==> config.mk <==
export PLATFORM = sky130hd
export DESIGN_NAME = engine_launch_sequencer
export DESIGN_NICKNAME = d
export VERILOG_FILES = /design/src/els_pkg.sv /design/src/els_front.sv /design/src/els_queue.sv /design/src/els_back.sv /design/src/engine_launch_sequencer.sv
export SDC_FILE = /design/constraint.sdc
export NUM_CORES = 2
export LEC_CHECK = 0
export ABC_AREA = 1
export BUFFER_PORTS_ARGS = -buffer_cell sky130_fd_sc_hd__buf_2
export CAP_MARGIN = 0
export CORE_MARGIN = 10
export CORE_UTILIZATION = 67
export DETAILED_ROUTE_END_ITERATION = 7
export PLACE_DENSITY_LB_ADDON = 0.3
export SYNTH_ARGS = -nofsm -noshare
export SYNTH_HDL_FRONTEND = slang
export SYNTH_SLANG_ARGS = --single-unit
==> constraint.sdc <==
create_clock -name clk -period 16.3 [get_ports clk]
set_clock_uncertainty 0.2 [all_clocks]
set_input_delay 0.815 -clock clk [delete_from_list [all_inputs] [get_ports clk]]
set_output_delay 0.815 -clock clk [all_outputs]
set_load 0.05 [all_outputs]
==> src/els_pkg.sv <==
`timescale 1ns / 1ps
`default_nettype none
// ----------------------------------------------------------------------------
// els_pkg
// Types and codes shared by the engine launch sequencer modules.
// ----------------------------------------------------------------------------
package els_pkg;

  localparam int unsigned MaxResults = 8;
  localparam int unsigned IdxW = 3;

  localparam logic [1:0] KIND_WAKE   = 2'd0;
  localparam logic [1:0] KIND_LAUNCH = 2'd1;
  localparam logic [1:0] KIND_MANUAL = 2'd2;
  localparam logic [1:0] KIND_PRESS  = 2'd3;

  localparam logic [2:0] ACT_NOW     = 3'd0;
  localparam logic [2:0] ACT_DELAYED = 3'd1;
  localparam logic [2:0] ACT_ABORT   = 3'd2;
  localparam logic [2:0] ACT_BEGIN   = 3'd3;
  localparam logic [2:0] ACT_END     = 3'd4;
  localparam logic [2:0] ACT_WAKE    = 3'd5;
  localparam logic [2:0] ACT_ACCEPT  = 3'd6;
  localparam logic [2:0] ACT_REJECT  = 3'd7;

  localparam logic [2:0] CH_IGN   = 3'd0;
  localparam logic [2:0] CH_ARM   = 3'd1;
  localparam logic [2:0] CH_NOS   = 3'd2;
  localparam logic [2:0] CH_IPA   = 3'd3;
  localparam logic [2:0] CH_PRESS = 3'd4;
  localparam logic [2:0] CH_VENT  = 3'd5;

  localparam logic [2:0] ABT_BURN_NOT_BURNT = 3'd0;
  localparam logic [2:0] ABT_BREAK_EARLY    = 3'd1;
  localparam logic [2:0] ABT_IGNITER        = 3'd2;
  localparam logic [2:0] ABT_BURNWIRE       = 3'd3;
  localparam logic [2:0] ABT_BREAKWIRE      = 3'd4;

  localparam logic [2:0] STEP_IGNITE  = 3'd0;
  localparam logic [2:0] STEP_BURN    = 3'd1;
  localparam logic [2:0] STEP_OPEN    = 3'd2;
  localparam logic [2:0] STEP_CHECK   = 3'd3;
  localparam logic [2:0] STEP_END     = 3'd4;

  localparam logic [31:0] WAKE_SHORT_US  = 32'd10;
  localparam logic [9:0]  MS_TO_US       = 10'd1000;
  localparam logic [31:0] ABORT_EXTRA_MS = 32'd100;

  localparam logic [2:0] REG_CART      = 3'd0;
  localparam logic [2:0] REG_IGN_TMO   = 3'd1;
  localparam logic [2:0] REG_BURN_DLY  = 3'd2;
  localparam logic [2:0] REG_SAMPLE    = 3'd3;
  localparam logic [2:0] REG_NOS_DLY   = 3'd4;
  localparam logic [2:0] REG_IPA_DLY   = 3'd5;
  localparam logic [2:0] REG_ARM_DLY   = 3'd6;
  localparam logic [2:0] REG_THRESHOLD = 3'd7;

  typedef enum logic [4:0] {
    OP_IGN_ON,
    OP_IGN_OFF,
    OP_ABORT,
    OP_BEGIN,
    OP_END,
    OP_WAKE,
    OP_ACCEPT,
    OP_REJECT,
    OP_ARM_ON,
    OP_NOS_DLY_ON,
    OP_IPA_DLY_ON,
    OP_PRESS_POP,
    OP_VENT_POP,
    OP_NOS_OFF,
    OP_IPA_OFF,
    OP_NOS_DLY_ABT,
    OP_IPA_DLY_ABT,
    OP_ARM_DLY_OFF,
    OP_PRESS_OFF,
    OP_VENT_ON,
    OP_PRESS_POP_ABT,
    OP_VENT_POP_ABT,
    OP_NOS_DLY_OFF,
    OP_IPA_DLY_OFF,
    OP_PRESS_DLY_NOS,
    OP_VENT_DLY_IPA
  } op_t;

  typedef struct packed {
    op_t [MaxResults-1:0] ops;
    logic [IdxW-1:0]      cnt;
    logic [31:0]          wake;
    logic [2:0]           abort_code;
    logic [2:0]           mode;
    logic [22:0]          flow_ms;
    logic                 nitrous;
    logic                 ipa;
  } job_t;

  typedef struct packed {
    logic        cart_variant;
    logic [31:0] igniter_timeout_us;
    logic [31:0] burnwire_delay_us;
    logic [31:0] sample_period_us;
    logic [15:0] nos_main_delay_ms;
    logic [15:0] ipa_main_delay_ms;
    logic [15:0] arm_close_delay_ms;
    logic [19:0] pressure_threshold;
  } cfg_t;

endpackage
`default_nettype wire

==> src/els_front.sv <==
`timescale 1ns / 1ps
`default_nettype none
// ----------------------------------------------------------------------------
// els_front
// Accepts transactions, runs the flow steps and queues a result job for each one but pressure samples.
// ----------------------------------------------------------------------------
module els_front #(
  parameter int unsigned IGNITION_CHECK_MS = 700
) (
  input  wire logic             clk,
  input  wire logic             rst,
  input  wire els_pkg::cfg_t    cfg,
  input  wire logic             accept,
  input  wire logic [1:0]       kind,
  input  wire logic [31:0]      now_us,
  input  wire logic             igniter_ok,
  input  wire logic             burnwire_ok,
  input  wire logic             breakwire_ok,
  input  wire logic [2:0]       mode,
  input  wire logic [22:0]      flow_ms,
  input  wire logic             nitrous_en,
  input  wire logic             ipa_en,
  input  wire logic [19:0]      pressure,
  output els_pkg::job_t         job,
  output logic                  push
);
  import els_pkg::*;

  localparam logic [31:0] IGN_CHECK_US = 32'(IGNITION_CHECK_MS * 1000);

  logic [2:0]  step, step_next;
  logic [31:0] start_time, start_time_next;
  logic [2:0]  latched_mode, latched_mode_next;
  logic [22:0] latched_flow_ms, latched_flow_ms_next;
  logic [31:0] flow_us, flow_us_next;
  logic        nitrous_armed, nitrous_armed_next;
  logic        ipa_armed, ipa_armed_next;
  logic        manual_start, manual_start_next;
  logic [19:0] chamber_pressure, chamber_pressure_next;

  op_t [MaxResults-1:0] ops;
  logic [IdxW:0]        n;
  logic [31:0]          wake;
  logic [2:0]           code;
  logic                 igm, igm_new;
  logic [31:0]          el, el_sum;

  always_comb begin
    step_next             = step;
    start_time_next       = start_time;
    latched_mode_next     = latched_mode;
    latched_flow_ms_next  = latched_flow_ms;
    flow_us_next          = flow_us;
    nitrous_armed_next    = nitrous_armed;
    ipa_armed_next        = ipa_armed;
    manual_start_next     = manual_start;
    chamber_pressure_next = chamber_pressure;
    ops     = {MaxResults{OP_WAKE}};
    n       = '0;
    wake    = '0;
    code    = ABT_BURN_NOT_BURNT;
    push    = 1'b0;
    igm     = (latched_mode <= 3'd2);
    igm_new = (mode <= 3'd2);
    el      = now_us - start_time;
    el_sum  = el + cfg.sample_period_us;
    unique case (kind)
      KIND_PRESS: begin
        chamber_pressure_next = pressure;
      end
      KIND_WAKE: begin
        push = 1'b1;
        unique case (step)
          STEP_IGNITE: begin
            if (igm) begin
              ops[n[IdxW-1:0]] = OP_IGN_ON; n = n + 1'b1;
              step_next       = STEP_BURN;
              start_time_next = now_us;
              wake            = cfg.sample_period_us;
            end else begin
              step_next = STEP_OPEN;
              wake      = WAKE_SHORT_US;
            end
          end
          STEP_BURN: begin
            if (el > cfg.igniter_timeout_us) begin
              ops[n[IdxW-1:0]] = OP_IGN_OFF; n = n + 1'b1;
              ops[n[IdxW-1:0]] = OP_ABORT; n = n + 1'b1;
              code      = ABT_BURN_NOT_BURNT;
              step_next = STEP_IGNITE;
            end else if (!burnwire_ok) begin
              step_next = STEP_OPEN;
              wake      = cfg.burnwire_delay_us;
            end else begin
              wake = cfg.sample_period_us;
            end
          end
          STEP_OPEN: begin
            if (!manual_start) begin
              if (igm) begin
                ops[n[IdxW-1:0]] = OP_IGN_OFF; n = n + 1'b1;
              end
              ops[n[IdxW-1:0]] = OP_BEGIN; n = n + 1'b1;
            end else begin
              ops[n[IdxW-1:0]] = OP_IGN_OFF; n = n + 1'b1;
            end
            if (cfg.cart_variant) begin
              ops[n[IdxW-1:0]] = OP_ARM_ON; n = n + 1'b1;
              if (nitrous_armed) begin
                ops[n[IdxW-1:0]] = OP_NOS_DLY_ON; n = n + 1'b1;
                nitrous_armed_next = 1'b0;
              end
              if (ipa_armed) begin
                ops[n[IdxW-1:0]] = OP_IPA_DLY_ON; n = n + 1'b1;
                ipa_armed_next = 1'b0;
              end
            end else if (nitrous_armed && ipa_armed) begin
              ops[n[IdxW-1:0]] = OP_PRESS_POP; n = n + 1'b1;
              ops[n[IdxW-1:0]] = OP_VENT_POP; n = n + 1'b1;
              nitrous_armed_next = 1'b0;
              ipa_armed_next     = 1'b0;
            end
            manual_start_next = 1'b0;
            if (igm) begin
              step_next       = STEP_CHECK;
              start_time_next = now_us;
              wake            = WAKE_SHORT_US;
            end else begin
              step_next = STEP_END;
              wake      = flow_us;
            end
          end
          STEP_CHECK: begin
            if (flow_us <= el) begin
              step_next = STEP_END;
              wake      = WAKE_SHORT_US;
            end else if ((flow_us < el_sum) ||
                         (chamber_pressure > cfg.pressure_threshold) ||
                         (el > IGN_CHECK_US)) begin
              step_next = STEP_END;
              wake      = flow_us - el;
            end else if (!breakwire_ok) begin
              ops[n[IdxW-1:0]] = OP_ABORT; n = n + 1'b1;
              code = ABT_BREAK_EARLY;
              if (cfg.cart_variant) begin
                ops[n[IdxW-1:0]] = OP_ARM_ON; n = n + 1'b1;
                ops[n[IdxW-1:0]] = OP_NOS_OFF; n = n + 1'b1;
                ops[n[IdxW-1:0]] = OP_IPA_OFF; n = n + 1'b1;
                ops[n[IdxW-1:0]] = OP_NOS_DLY_ABT; n = n + 1'b1;
                ops[n[IdxW-1:0]] = OP_IPA_DLY_ABT; n = n + 1'b1;
                ops[n[IdxW-1:0]] = OP_ARM_DLY_OFF; n = n + 1'b1;
              end else begin
                ops[n[IdxW-1:0]] = OP_PRESS_OFF; n = n + 1'b1;
                ops[n[IdxW-1:0]] = OP_VENT_ON; n = n + 1'b1;
                ops[n[IdxW-1:0]] = OP_PRESS_POP_ABT; n = n + 1'b1;
                ops[n[IdxW-1:0]] = OP_VENT_POP_ABT; n = n + 1'b1;
              end
              step_next = STEP_IGNITE;
            end else begin
              wake = cfg.sample_period_us;
            end
          end
          STEP_END: begin
            ops[n[IdxW-1:0]] = OP_END; n = n + 1'b1;
            if (cfg.cart_variant) begin
              ops[n[IdxW-1:0]] = OP_ARM_ON; n = n + 1'b1;
              ops[n[IdxW-1:0]] = OP_NOS_DLY_OFF; n = n + 1'b1;
              ops[n[IdxW-1:0]] = OP_IPA_DLY_OFF; n = n + 1'b1;
              ops[n[IdxW-1:0]] = OP_ARM_DLY_OFF; n = n + 1'b1;
            end else begin
              ops[n[IdxW-1:0]] = OP_PRESS_DLY_NOS; n = n + 1'b1;
              ops[n[IdxW-1:0]] = OP_VENT_DLY_IPA; n = n + 1'b1;
            end
            step_next          = STEP_IGNITE;
            nitrous_armed_next = 1'b0;
            ipa_armed_next     = 1'b0;
          end
          default: begin
            wake = '0;
          end
        endcase
        ops[n[IdxW-1:0]] = OP_WAKE; n = n + 1'b1;
      end
      default: begin
        push                 = 1'b1;
        latched_mode_next    = mode;
        latched_flow_ms_next = flow_ms;
        flow_us_next         = 32'(flow_ms) * 32'(MS_TO_US);
        nitrous_armed_next   = nitrous_en;
        ipa_armed_next       = ipa_en;
        if (kind == KIND_MANUAL) begin
          step_next         = STEP_OPEN;
          manual_start_next = 1'b1;
          ops[n[IdxW-1:0]] = OP_ACCEPT; n = n + 1'b1;
        end else if (igm_new && (!igniter_ok || !burnwire_ok || !breakwire_ok)) begin
          if (!igniter_ok) code = ABT_IGNITER;
          else if (!burnwire_ok) code = ABT_BURNWIRE;
          else code = ABT_BREAKWIRE;
          ops[n[IdxW-1:0]] = OP_ABORT; n = n + 1'b1;
          ops[n[IdxW-1:0]] = OP_REJECT; n = n + 1'b1;
        end else begin
          step_next = STEP_IGNITE;
          ops[n[IdxW-1:0]] = OP_ACCEPT; n = n + 1'b1;
        end
      end
    endcase
  end

  always_comb begin
    job.ops        = ops;
    job.cnt        = IdxW'(n - 1'b1);
    job.wake       = wake;
    job.abort_code = code;
    job.mode       = (kind == KIND_WAKE) ? latched_mode : mode;
    job.flow_ms    = latched_flow_ms;
    job.nitrous    = nitrous_armed;
    job.ipa        = ipa_armed;
  end

  always_ff @(posedge clk) begin
    if (rst) begin
      step             <= STEP_IGNITE;
      start_time       <= '0;
      latched_mode     <= '0;
      latched_flow_ms  <= '0;
      flow_us          <= '0;
      nitrous_armed    <= 1'b0;
      ipa_armed        <= 1'b0;
      manual_start     <= 1'b0;
      chamber_pressure <= 20'd14400;
    end else if (accept) begin
      step             <= step_next;
      start_time       <= start_time_next;
      latched_mode     <= latched_mode_next;
      latched_flow_ms  <= latched_flow_ms_next;
      flow_us          <= flow_us_next;
      nitrous_armed    <= nitrous_armed_next;
      ipa_armed        <= ipa_armed_next;
      manual_start     <= manual_start_next;
      chamber_pressure <= chamber_pressure_next;
    end
  end

endmodule
`default_nettype wire

==> src/els_queue.sv <==
`timescale 1ns / 1ps
`default_nettype none
// ----------------------------------------------------------------------------
// els_queue
// Small show-ahead job queue between the front and back parts.
// ----------------------------------------------------------------------------
module els_queue #(
  parameter int unsigned DEPTH = 2
) (
  input  wire logic          clk,
  input  wire logic          rst,
  input  wire logic          wr,
  input  wire els_pkg::job_t wdata,
  input  wire logic          rd,
  output els_pkg::job_t      rdata,
  output logic               full,
  output logic               nonempty
);
  import els_pkg::*;

  localparam int unsigned PtrW = (DEPTH > 1) ? $clog2(DEPTH) : 1;
  localparam int unsigned CntW = $clog2(DEPTH + 1);

  job_t            mem [DEPTH];
  logic [PtrW-1:0] wptr, rptr;
  logic [CntW-1:0] count;

  assign full     = (count == CntW'(DEPTH));
  assign nonempty = (count != '0);
  assign rdata    = mem[rptr];

  always_ff @(posedge clk) begin
    if (wr) begin
      mem[wptr] <= wdata;
    end
  end

  always_ff @(posedge clk) begin
    if (rst) begin
      wptr  <= '0;
      rptr  <= '0;
      count <= '0;
    end else begin
      if (wr) wptr <= (wptr == PtrW'(DEPTH - 1)) ? '0 : wptr + 1'b1;
      if (rd) rptr <= (rptr == PtrW'(DEPTH - 1)) ? '0 : rptr + 1'b1;
      if (wr && !rd) count <= count + 1'b1;
      else if (rd && !wr) count <= count - 1'b1;
    end
  end

  assert property (@(posedge clk) disable iff (rst) count <= CntW'(DEPTH))
    else $error("queue count over depth");
  assert property (@(posedge clk) disable iff (rst) rd |-> nonempty)
    else $error("queue read while empty");
  assert property (@(posedge clk) disable iff (rst) wr |-> !full || rd)
    else $error("queue write while full");

endmodule
`default_nettype wire

==> src/els_back.sv <==
`timescale 1ns / 1ps
`default_nettype none
// ----------------------------------------------------------------------------
// els_back
// Expands queued jobs into result transactions, one per cycle unless result_stall holds the output.
// ----------------------------------------------------------------------------
module els_back #(
  parameter int unsigned POPPET_DELAY_MS = 0
) (
  input  wire logic          clk,
  input  wire logic          rst,
  input  wire els_pkg::cfg_t cfg,
  input  wire els_pkg::job_t head,
  input  wire logic          head_valid,
  output logic               pop,
  output logic               result_valid,
  input  wire logic          result_stall,
  output logic [2:0]         action,
  output logic [2:0]         channel,
  output logic               level,
  output logic [31:0]        delay_value,
  output logic [2:0]         abort_code,
  output logic [2:0]         flow_mode,
  output logic [22:0]        flow_time,
  output logic               flow_nitrous,
  output logic               flow_ipa,
  output logic               last
);
  import els_pkg::*;

  localparam logic [31:0] POP_MS = 32'(POPPET_DELAY_MS);

  logic [IdxW-1:0] idx;
  logic            load;
  logic [2:0]      act_c, ch_c, code_c, fmode_c;
  logic            lvl_c, nit_c, ipa_c;
  logic [31:0]     dly_c;
  logic [22:0]     ftime_c;

  assign load = head_valid && (!result_valid || !result_stall);
  assign pop  = load && (idx == head.cnt);

  always_comb begin
    act_c   = ACT_NOW;
    ch_c    = CH_IGN;
    lvl_c   = 1'b0;
    dly_c   = '0;
    code_c  = '0;
    fmode_c = '0;
    ftime_c = '0;
    nit_c   = 1'b0;
    ipa_c   = 1'b0;
    unique case (head.ops[idx])
      OP_IGN_ON:  begin ch_c = CH_IGN; lvl_c = 1'b1; end
      OP_IGN_OFF: begin ch_c = CH_IGN; end
      OP_ABORT: begin
        act_c = ACT_ABORT; code_c = head.abort_code; fmode_c = head.mode;
      end
      OP_BEGIN: begin
        act_c = ACT_BEGIN; fmode_c = head.mode; ftime_c = head.flow_ms;
        nit_c = head.nitrous; ipa_c = head.ipa;
      end
      OP_END:    act_c = ACT_END;
      OP_WAKE:   begin act_c = ACT_WAKE; dly_c = head.wake; end
      OP_ACCEPT: act_c = ACT_ACCEPT;
      OP_REJECT: act_c = ACT_REJECT;
      OP_ARM_ON: begin ch_c = CH_ARM; lvl_c = 1'b1; end
      OP_NOS_DLY_ON: begin
        act_c = ACT_DELAYED; ch_c = CH_NOS; lvl_c = 1'b1;
        dly_c = 32'(cfg.nos_main_delay_ms);
      end
      OP_IPA_DLY_ON: begin
        act_c = ACT_DELAYED; ch_c = CH_IPA; lvl_c = 1'b1;
        dly_c = 32'(cfg.ipa_main_delay_ms);
      end
      OP_PRESS_POP: begin act_c = ACT_DELAYED; ch_c = CH_PRESS; dly_c = POP_MS; end
      OP_VENT_POP: begin
        act_c = ACT_DELAYED; ch_c = CH_VENT; lvl_c = 1'b1; dly_c = POP_MS;
      end
      OP_NOS_OFF: ch_c = CH_NOS;
      OP_IPA_OFF: ch_c = CH_IPA;
      OP_NOS_DLY_ABT: begin
        act_c = ACT_DELAYED; ch_c = CH_NOS;
        dly_c = 32'(cfg.nos_main_delay_ms) + ABORT_EXTRA_MS;
      end
      OP_IPA_DLY_ABT: begin
        act_c = ACT_DELAYED; ch_c = CH_IPA;
        dly_c = 32'(cfg.ipa_main_delay_ms) + ABORT_EXTRA_MS;
      end
      OP_ARM_DLY_OFF: begin
        act_c = ACT_DELAYED; ch_c = CH_ARM; dly_c = 32'(cfg.arm_close_delay_ms);
      end
      OP_PRESS_OFF: ch_c = CH_PRESS;
      OP_VENT_ON:   begin ch_c = CH_VENT; lvl_c = 1'b1; end
      OP_PRESS_POP_ABT: begin
        act_c = ACT_DELAYED; ch_c = CH_PRESS; dly_c = POP_MS + ABORT_EXTRA_MS;
      end
      OP_VENT_POP_ABT: begin
        act_c = ACT_DELAYED; ch_c = CH_VENT; lvl_c = 1'b1;
        dly_c = POP_MS + ABORT_EXTRA_MS;
      end
      OP_NOS_DLY_OFF: begin
        act_c = ACT_DELAYED; ch_c = CH_NOS; dly_c = 32'(cfg.nos_main_delay_ms);
      end
      OP_IPA_DLY_OFF: begin
        act_c = ACT_DELAYED; ch_c = CH_IPA; dly_c = 32'(cfg.ipa_main_delay_ms);
      end
      OP_PRESS_DLY_NOS: begin
        act_c = ACT_DELAYED; ch_c = CH_PRESS; dly_c = 32'(cfg.nos_main_delay_ms);
      end
      OP_VENT_DLY_IPA: begin
        act_c = ACT_DELAYED; ch_c = CH_VENT; lvl_c = 1'b1;
        dly_c = 32'(cfg.ipa_main_delay_ms);
      end
      default: act_c = ACT_NOW;
    endcase
  end

  always_ff @(posedge clk) begin
    if (rst) begin
      idx          <= '0;
      result_valid <= 1'b0;
    end else begin
      if (load) begin
        idx          <= pop ? '0 : idx + 1'b1;
        result_valid <= 1'b1;
      end else if (!result_stall) begin
        result_valid <= 1'b0;
      end
    end
  end

  always_ff @(posedge clk) begin
    if (load) begin
      action       <= act_c;
      channel      <= ch_c;
      level        <= lvl_c;
      delay_value  <= dly_c;
      abort_code   <= code_c;
      flow_mode    <= fmode_c;
      flow_time    <= ftime_c;
      flow_nitrous <= nit_c;
      flow_ipa     <= ipa_c;
      last         <= (idx == head.cnt);
    end
  end

  assert property (@(posedge clk) disable iff (rst) head_valid |-> idx <= head.cnt)
    else $error("result index past job length");
  assert property (@(posedge clk) disable iff (rst) !head_valid |-> idx == '0)
    else $error("result index left mid job");
  assert property (@(posedge clk) $past(rst) |-> !result_valid)
    else $error("result valid right after reset");

endmodule
`default_nettype wire

==> src/engine_launch_sequencer.sv <==
`timescale 1ns / 1ps
`default_nettype none
// ----------------------------------------------------------------------------
// engine_launch_sequencer
// Five-step engine flow sequencer with APB register port.
// a job passes through the queue before its first result is registered
// throughput: one result per cycle unless stalled; an item yields 1 to 8
// a new transaction is taken each cycle while the job queue has room
// pressure samples yield no result and never enter the queue
// synchronous reset restores step, latched command and register defaults
// ----------------------------------------------------------------------------
module engine_launch_sequencer #(
  parameter int unsigned IGNITION_CHECK_MS = 700,
  parameter int unsigned POPPET_DELAY_MS   = 0,
  parameter int unsigned QUEUE_DEPTH       = 2
) (
  input  wire logic        clk,
  input  wire logic        rst,
  input  wire logic        psel,
  input  wire logic        penable,
  input  wire logic        pwrite,
  input  wire logic [4:0]  paddr,
  input  wire logic [31:0] pwdata,
  output logic [31:0]      prdata,
  output logic             pready,
  input  wire logic        item_valid,
  output logic             item_stall,
  input  wire logic [1:0]  kind,
  input  wire logic [31:0] now_us,
  input  wire logic        igniter_ok,
  input  wire logic        burnwire_ok,
  input  wire logic        breakwire_ok,
  input  wire logic [2:0]  mode,
  input  wire logic [22:0] flow_ms,
  input  wire logic        nitrous_en,
  input  wire logic        ipa_en,
  input  wire logic [19:0] pressure,
  output logic             result_valid,
  input  wire logic        result_stall,
  output logic [2:0]       action,
  output logic [2:0]       channel,
  output logic             level,
  output logic [31:0]      delay_value,
  output logic [2:0]       abort_code,
  output logic [2:0]       flow_mode,
  output logic [22:0]      flow_time,
  output logic             flow_nitrous,
  output logic             flow_ipa,
  output logic             last
);
  import els_pkg::*;

  cfg_t       cfg;
  job_t       job, head;
  logic       push, accept, q_full, q_nonempty, pop;
  logic [2:0] reg_idx;

  assign pready  = 1'b1;
  assign reg_idx = paddr[4:2];

  always_ff @(posedge clk) begin
    if (rst) begin
      cfg.cart_variant       <= 1'b0;
      cfg.igniter_timeout_us <= 32'd3000000;
      cfg.burnwire_delay_us  <= 32'd500000;
      cfg.sample_period_us   <= 32'd100000;
      cfg.nos_main_delay_ms  <= 16'd150;
      cfg.ipa_main_delay_ms  <= 16'd110;
      cfg.arm_close_delay_ms <= 16'd2000;
      cfg.pressure_threshold <= 20'd1600;
    end else if (psel && penable && pwrite) begin
      unique case (reg_idx)
        REG_CART:      cfg.cart_variant       <= pwdata[0];
        REG_IGN_TMO:   cfg.igniter_timeout_us <= pwdata;
        REG_BURN_DLY:  cfg.burnwire_delay_us  <= pwdata;
        REG_SAMPLE:    cfg.sample_period_us   <= pwdata;
        REG_NOS_DLY:   cfg.nos_main_delay_ms  <= pwdata[15:0];
        REG_IPA_DLY:   cfg.ipa_main_delay_ms  <= pwdata[15:0];
        REG_ARM_DLY:   cfg.arm_close_delay_ms <= pwdata[15:0];
        REG_THRESHOLD: cfg.pressure_threshold <= pwdata[19:0];
        default:       cfg.cart_variant       <= cfg.cart_variant;
      endcase
    end
  end

  always_comb begin
    unique case (reg_idx)
      REG_CART:      prdata = 32'(cfg.cart_variant);
      REG_IGN_TMO:   prdata = cfg.igniter_timeout_us;
      REG_BURN_DLY:  prdata = cfg.burnwire_delay_us;
      REG_SAMPLE:    prdata = cfg.sample_period_us;
      REG_NOS_DLY:   prdata = 32'(cfg.nos_main_delay_ms);
      REG_IPA_DLY:   prdata = 32'(cfg.ipa_main_delay_ms);
      REG_ARM_DLY:   prdata = 32'(cfg.arm_close_delay_ms);
      REG_THRESHOLD: prdata = 32'(cfg.pressure_threshold);
      default:       prdata = '0;
    endcase
  end

  assign item_stall = q_full;
  assign accept     = item_valid && !item_stall;

  els_front #(.IGNITION_CHECK_MS(IGNITION_CHECK_MS)) u_front (
    .clk, .rst, .cfg, .accept, .kind, .now_us, .igniter_ok, .burnwire_ok,
    .breakwire_ok, .mode, .flow_ms, .nitrous_en, .ipa_en, .pressure,
    .job, .push
  );

  els_queue #(.DEPTH(QUEUE_DEPTH)) u_queue (
    .clk, .rst, .wr(accept && push), .wdata(job), .rd(pop), .rdata(head),
    .full(q_full), .nonempty(q_nonempty)
  );

  els_back #(.POPPET_DELAY_MS(POPPET_DELAY_MS)) u_back (
    .clk, .rst, .cfg, .head, .head_valid(q_nonempty), .pop, .result_valid,
    .result_stall, .action, .channel, .level, .delay_value, .abort_code,
    .flow_mode, .flow_time, .flow_nitrous, .flow_ipa, .last
  );

endmodule
`default_nettype wire

* Word level (Yosys, flattened, before mapping)
Memories as Yosys holds them, arrays and structs flattened. A register that Yosys moved wholly into a read port is not among the register bits. Cells that the tools add are included.
Word-level totals: output and inout bits 106, bits in writable memories 212, bits of input ports 129, memories 1, word-level logic and storage cells 334, flip-flop bits (word level) 357
Operators by class: magnitude comparators 18, reductions and logical operators 62, bitwise operators 23, add/sub/neg operators 16, equality and inequality tests 47, multipliers 1, muxes and demuxes 134
Memories:
- u_queue.mem | words 2, bits a word 106, read ports 1, clocked after memory_dff 1, write ports 1, RTL line els_queue.sv:24 | job_t mem [DEPTH];
Operators by type and width (count):
- $mux W40 | 7
- $mux W32 | 8
- $pmux W32 S8 | 1
- $pmux W32 S7 | 1
- $mux W35 | 6
- $pmux W32 S4 | 1
- $not A24 Y24 | 5
- $mux W3 | 38
- $and A24 B24 Y24 | 4
- $mux W5 | 18
- $demux W5 S3 | 5
- $or A16 B16 Y16 | 4
- $sub A32 B32 Y32 | 2
- $eq A5 B5 Y1 const B | 10
- $pmux W15 S3 | 1
- $pmux W3 S5 | 3
- $eq A5 B4 Y1 const B | 8
- $pmux W10 S2 | 2
- $add A16 B7 Y17 const B | 2
- $add A32 B32 Y32 | 1
- $and A32 B32 Y32 | 1
- $gt A32 B20 Y1 const B | 1
- $gt A32 B32 Y1 | 1
- $le A32 B32 Y1 | 1
- other kinds (62) | 170

* Longest topological paths before layout
word-level depth 27, gate-level depth with buffers 41, mapped depth without buffers 41

* By module
A second synthesis with hierarchy kept.
Second synthesis, totals: cell total of the unflattened synthesis 4789, area, all modules 37883.8 µm²
Modules (own cells, without submodules):
- els_front | seq. area each 2222.1 µm², area each 17979.7 µm², cells an instance 2787, instances 1
- els_queue | seq. area each 6466.2 µm², area each 8034.0 µm², cells an instance 363, instances 1
- engine_launch_sequencer | seq. area each 3303.2 µm², area each 7273.2 µm², cells an instance 1047, instances 1
- els_back | seq. area each 2212.1 µm², area each 4596.9 µm², cells an instance 592, instances 1

* Worst setup path after synthesis
No wires, ideal clock.
kind input to register, start in now_us[0], end mem u_queue.mem[0][65] (netlist bit), data pin, setup slack 9578 ps, data arrival time 6259 ps, data required time 15836 ps, path buffers 0, setup time 264 ps, stages on the path 39, cell sequence inv_1 > ha_1 > inv_1 > fa_1 > nand2_1 > nand3_1 > xnor2_1 > inv_1 > ha_1 > nand2_1 > nor3_1 > nand2_1 > o211ai_1 > a21boi_1 > inv_1 > nand2_1 > o211ai_1 > a21boi_1 > [... 3 more ...] > a21oi_1 > xor2_1 > ha_1 > nand2_1 > inv_1 > nand3_1 > o221ai_1 > a21oi_1 > a21boi_0 > nor2_4 > nand4_2 > nand2_1 > ha_1 > nand2_1 > nand2_1 > inv_1 > ha_1 > xnor2_1
RTL lines:
- start, declared | RTL line engine_launch_sequencer.sv:29 | input wire logic [31:0] now_us,
- end, declared | RTL line els_queue.sv:24

==> impl_results.md <==
* Die ar. at 0.0632 sq mm
* Vias in the first global route at 31900
* Width of the chip at 251 um
* Top sig layer: met5
* Final ANT Viol Nets at 0
* Max-cap violations at 0
* Clock power frac at 23.6%
* Worst slew pin tran at 1.15 ns
* Crit start category: input pin
* Final Net Count at 5133
* Max-slew violations at 0
* Cell Rows at 84
* Critical Path RT at 16.45 ns
* Cell variety after synth at 68
* Pin count of the biggest net entering global routing at 120
* Number of synthesized flops with an enable pin at 279
* Mapped Area at 0.0359 sq mm
* Mapped Cells at 4492
* Reg power frac at 32.4%
* Met2 routed WL at 55200 um
* Vias/cell at 6.21
* DRC at 0
* Slowest cell on the critical path: xnor2_1
* Core footprint at 0.0528 sq mm
* Fin crit share at 53.1%
* Internal power at 3.22 mW
* Worst Slack Setup Final at 7.64 ns
* GRT Total Usage at 36.2%
* Sum of negative setup slack at 0 ns
* CP endpoint kind: flop
* Xor and xnor fraction of the mapped netlist area at 1.99%
* Clock-pin slew on the worst setup and hold paths at 0.06 ns
* First-pass GRT wire length at 180000 um
* Inst Count DP at 5302
* Clk root buf: clkbuf_16
* Post-synthesis simple-gate area fraction at 18.8%
* Initial core utilization at 68.1%
* Post-CTS sizing at 0
* Unrepaired setup endpoints after global routing: false
* Port bufs at 231
* Initial DRC count at 3835
* CTS Buffer Depth at 3
* Yosys reg bits at 564
* Met1 wire length at 43600 um
* Setup CP Type: input pin to flop
* Syn-to-layout area delta at 10.1%
* Finished Layout Cells at 5413
* Share of layout cells above drive strength 1 at 9.51%
* CTS tree: yes
* Clock latency on the worst-skew pair at 0.66 ns
* Detailed placement HPWL at 87500 um
* Hold Vio Cnt, Final at 0
* Multi-input logic area at 0.0190 sq mm
* Largest family of logic cells by synthesized area: simple AND/OR/NAND/NOR gates
* Worst-path fanout max at 12
* Antenna violations before repair at 5
* Min Clock Period, post-route at 8.66 ns
* Synth Area in Adders at 13.3%
* GRT overflow at 0
* Die H at 251 um
* Arrival time at the worst endpoint at 8.81 ns
* Sw Ratio at 43.3%
* First-pass iteration count of the detailed router at 8
* Final GP Congestion at 1.02
* Total Routed Length at 117000 um
* Dominant synthesized flop cell: dfxtp_1
* Slowest stage delay, CP at 0.61 ns
* Hold Slack at 0.191 ns
* CTS buffer count at 58
* Outcome: complete, no violations
* H-tree depth at 2
* Share of synthesized registers carrying an async set or reset at 0%
* Setup-failing EPs final at 0
* YS warnings at 0
* Achievable clock frequency at 116 MHz
* Vias at 33600
* Peak supply drop at 0.000125 V
* LEAKAGE at 17.5 nW
* Most common cell after layout, fill and taps aside: nand2_1
* Part of the power in combinational logic at 44.0%
* Most frequent cells in the layout: nand2_1 (836), inv_1 (558), nor2_1 (479), a21oi_1 (398), o21ai_0 (365)
* Boundary Pins at 235
* Worst slew margin at 23.2%
* Delay-heaviest family, CP: compound AO/OA/AOI/OAI gates
* Clock tree sinks at 564
* Hold crit path type: input pin to flop
* Mux cell area share after synthesis at 0.0906%
* Number of buffers and inverters on the critical path at 7
* Post-CTS Hold Buffers at 0
* Mean post-synth cell area at 7.99 sq um
* Post-DR wirelength/cell at 21.7 um
* Routed length on met3 at 11600 um
* PwrDens at 144 mW/mm^2
* Filler cell count at 3959
* Setup Buffers After CTS at 0
* Seq. cell area at 0.0141 sq mm
* Sequential fraction of the synthesis area at 39.2%
* Post-Place Worst Slack at 7.35 ns
* Compound-Gate Fraction of Synth Area at 18.5%
* Sw power at 2.46 mW
==> cells in the mapped netlist, types with 32 or more instances <==
cell type,count,area share (%)
fa_1,84,4.7
dfxtp_1,285,16
edfxtp_1,279,23
ha_1,246,8.6
nor2_1,482,5.0
a21oi_1,398,5.5
xor2_1,49,1.2
o211ai_1,85,1.8
nor3_1,39,0.54
inv_1,559,5.8
o21ai_0,365,5.1
nand4_1,38,0.66
nand2_1,836,8.7
nand3_1,166,2.3
clkbuf_1,135,1.4
o221ai_1,32,0.78
a22oi_1,46,0.96
==> sequential cells by signal, summed over array words and instances (netlist names), 2 cells and up, named ones only <==
| signal | count |
|---|---|
| u_back.abort_code | 3 |
| u_front.latched_mode | 3 |
| u_back.delay_value | 32 |
| u_back.flow_time | 23 |
| u_front.chamber_pressure | 20 |
| u_queue.mem | 208 |
| u_back.idx | 3 |
| u_back.flow_mode | 3 |
| u_front.flow_us | 27 |
| u_front.step | 3 |
| u_front.latched_flow_ms | 23 |
| cfg | 165 |
| u_queue.count | 2 |
| u_back.action | 3 |
| u_back.channel | 3 |
| u_front.start_time | 32 |
==> worst register-to-register path: cells and delay by family (launching register included) <==
kind,cells,cell delay (ns)
flops,1,0.33
buf+inv,5,0.71
simple gates,14,2.20
fa+ha+maj,4,1.39
compound gates,11,2.79
xor+xnor,2,0.70
==> through the flow <==
step                      power (mW)  utilization [%]  cell area, sq um
after global routing            5.99             74.9             39500
after global placement          4.24             71.3             37600
after detailed placement        4.29             71.3             37600
after floorplan                 3.63                -             36000
final                           5.68             74.9             39500
after CTS                       5.64             74.9             39500
==> final cells by class <==
type | instances | area share (%)
antenna | 3 | 0.0190
clock buffer | 83 | 4.19
clock inverter | 25 | 0.687
inverter | 582 | 5.55
multi-input combinational | 3200 | 48.1
sequential | 564 | 35.6
tap | 688 | 2.18
timing repair buffer | 268 | 3.63
==> power groups by stage <==
stage	clock network, mW	registers, mW	logic [mW]
global placement	0	1.85	2.39
detailed placement	0	1.86	2.43
floorplan	0	2.11	1.52
finish	1.34	1.84	2.50
CTS	1.34	1.84	2.46
global route	1.40	1.85	2.74
==> worst paths after layout <==
path                                         endpoint  cells past startpoint                                startpoint  slack (ns)
max                      u_queue.mem[0][46]$_DFFE_PP_                     38                                 now_us[0]        7.64
min          u_front.chamber_pressure[3]$_SDFFE_PP0P_                      3                               pressure[3]        0.19
max reg2reg              u_queue.mem[0][46]$_DFFE_PP_                     36        u_front.start_time[0]$_SDFFE_PP0P_        7.68
min reg2reg              u_queue.mem[0][17]$_DFFE_PP_                      0  u_front.latched_flow_ms[15]$_SDFFE_PP0P_        0.21
==> per-layer routing <==
layer	vias to the layer above	GRT usage [%]
met4	2	19.6
met3	416	6.35
met2	1947	59.8
li1	15600	-
met5	-	0
met1	15700	44.6
==> logic make-up after synthesis <==
group                      after synthesis
buffers and inverters                  747
muxes                                    2
adders and majority gates              330
and+or+nand+nor                       1633
DFF                                    564
other                                    2
AOI/OAI and AO/OA                     1134
xor gates and xnor gates                80
Note: power is estimated with default switching activity, not from simulation.
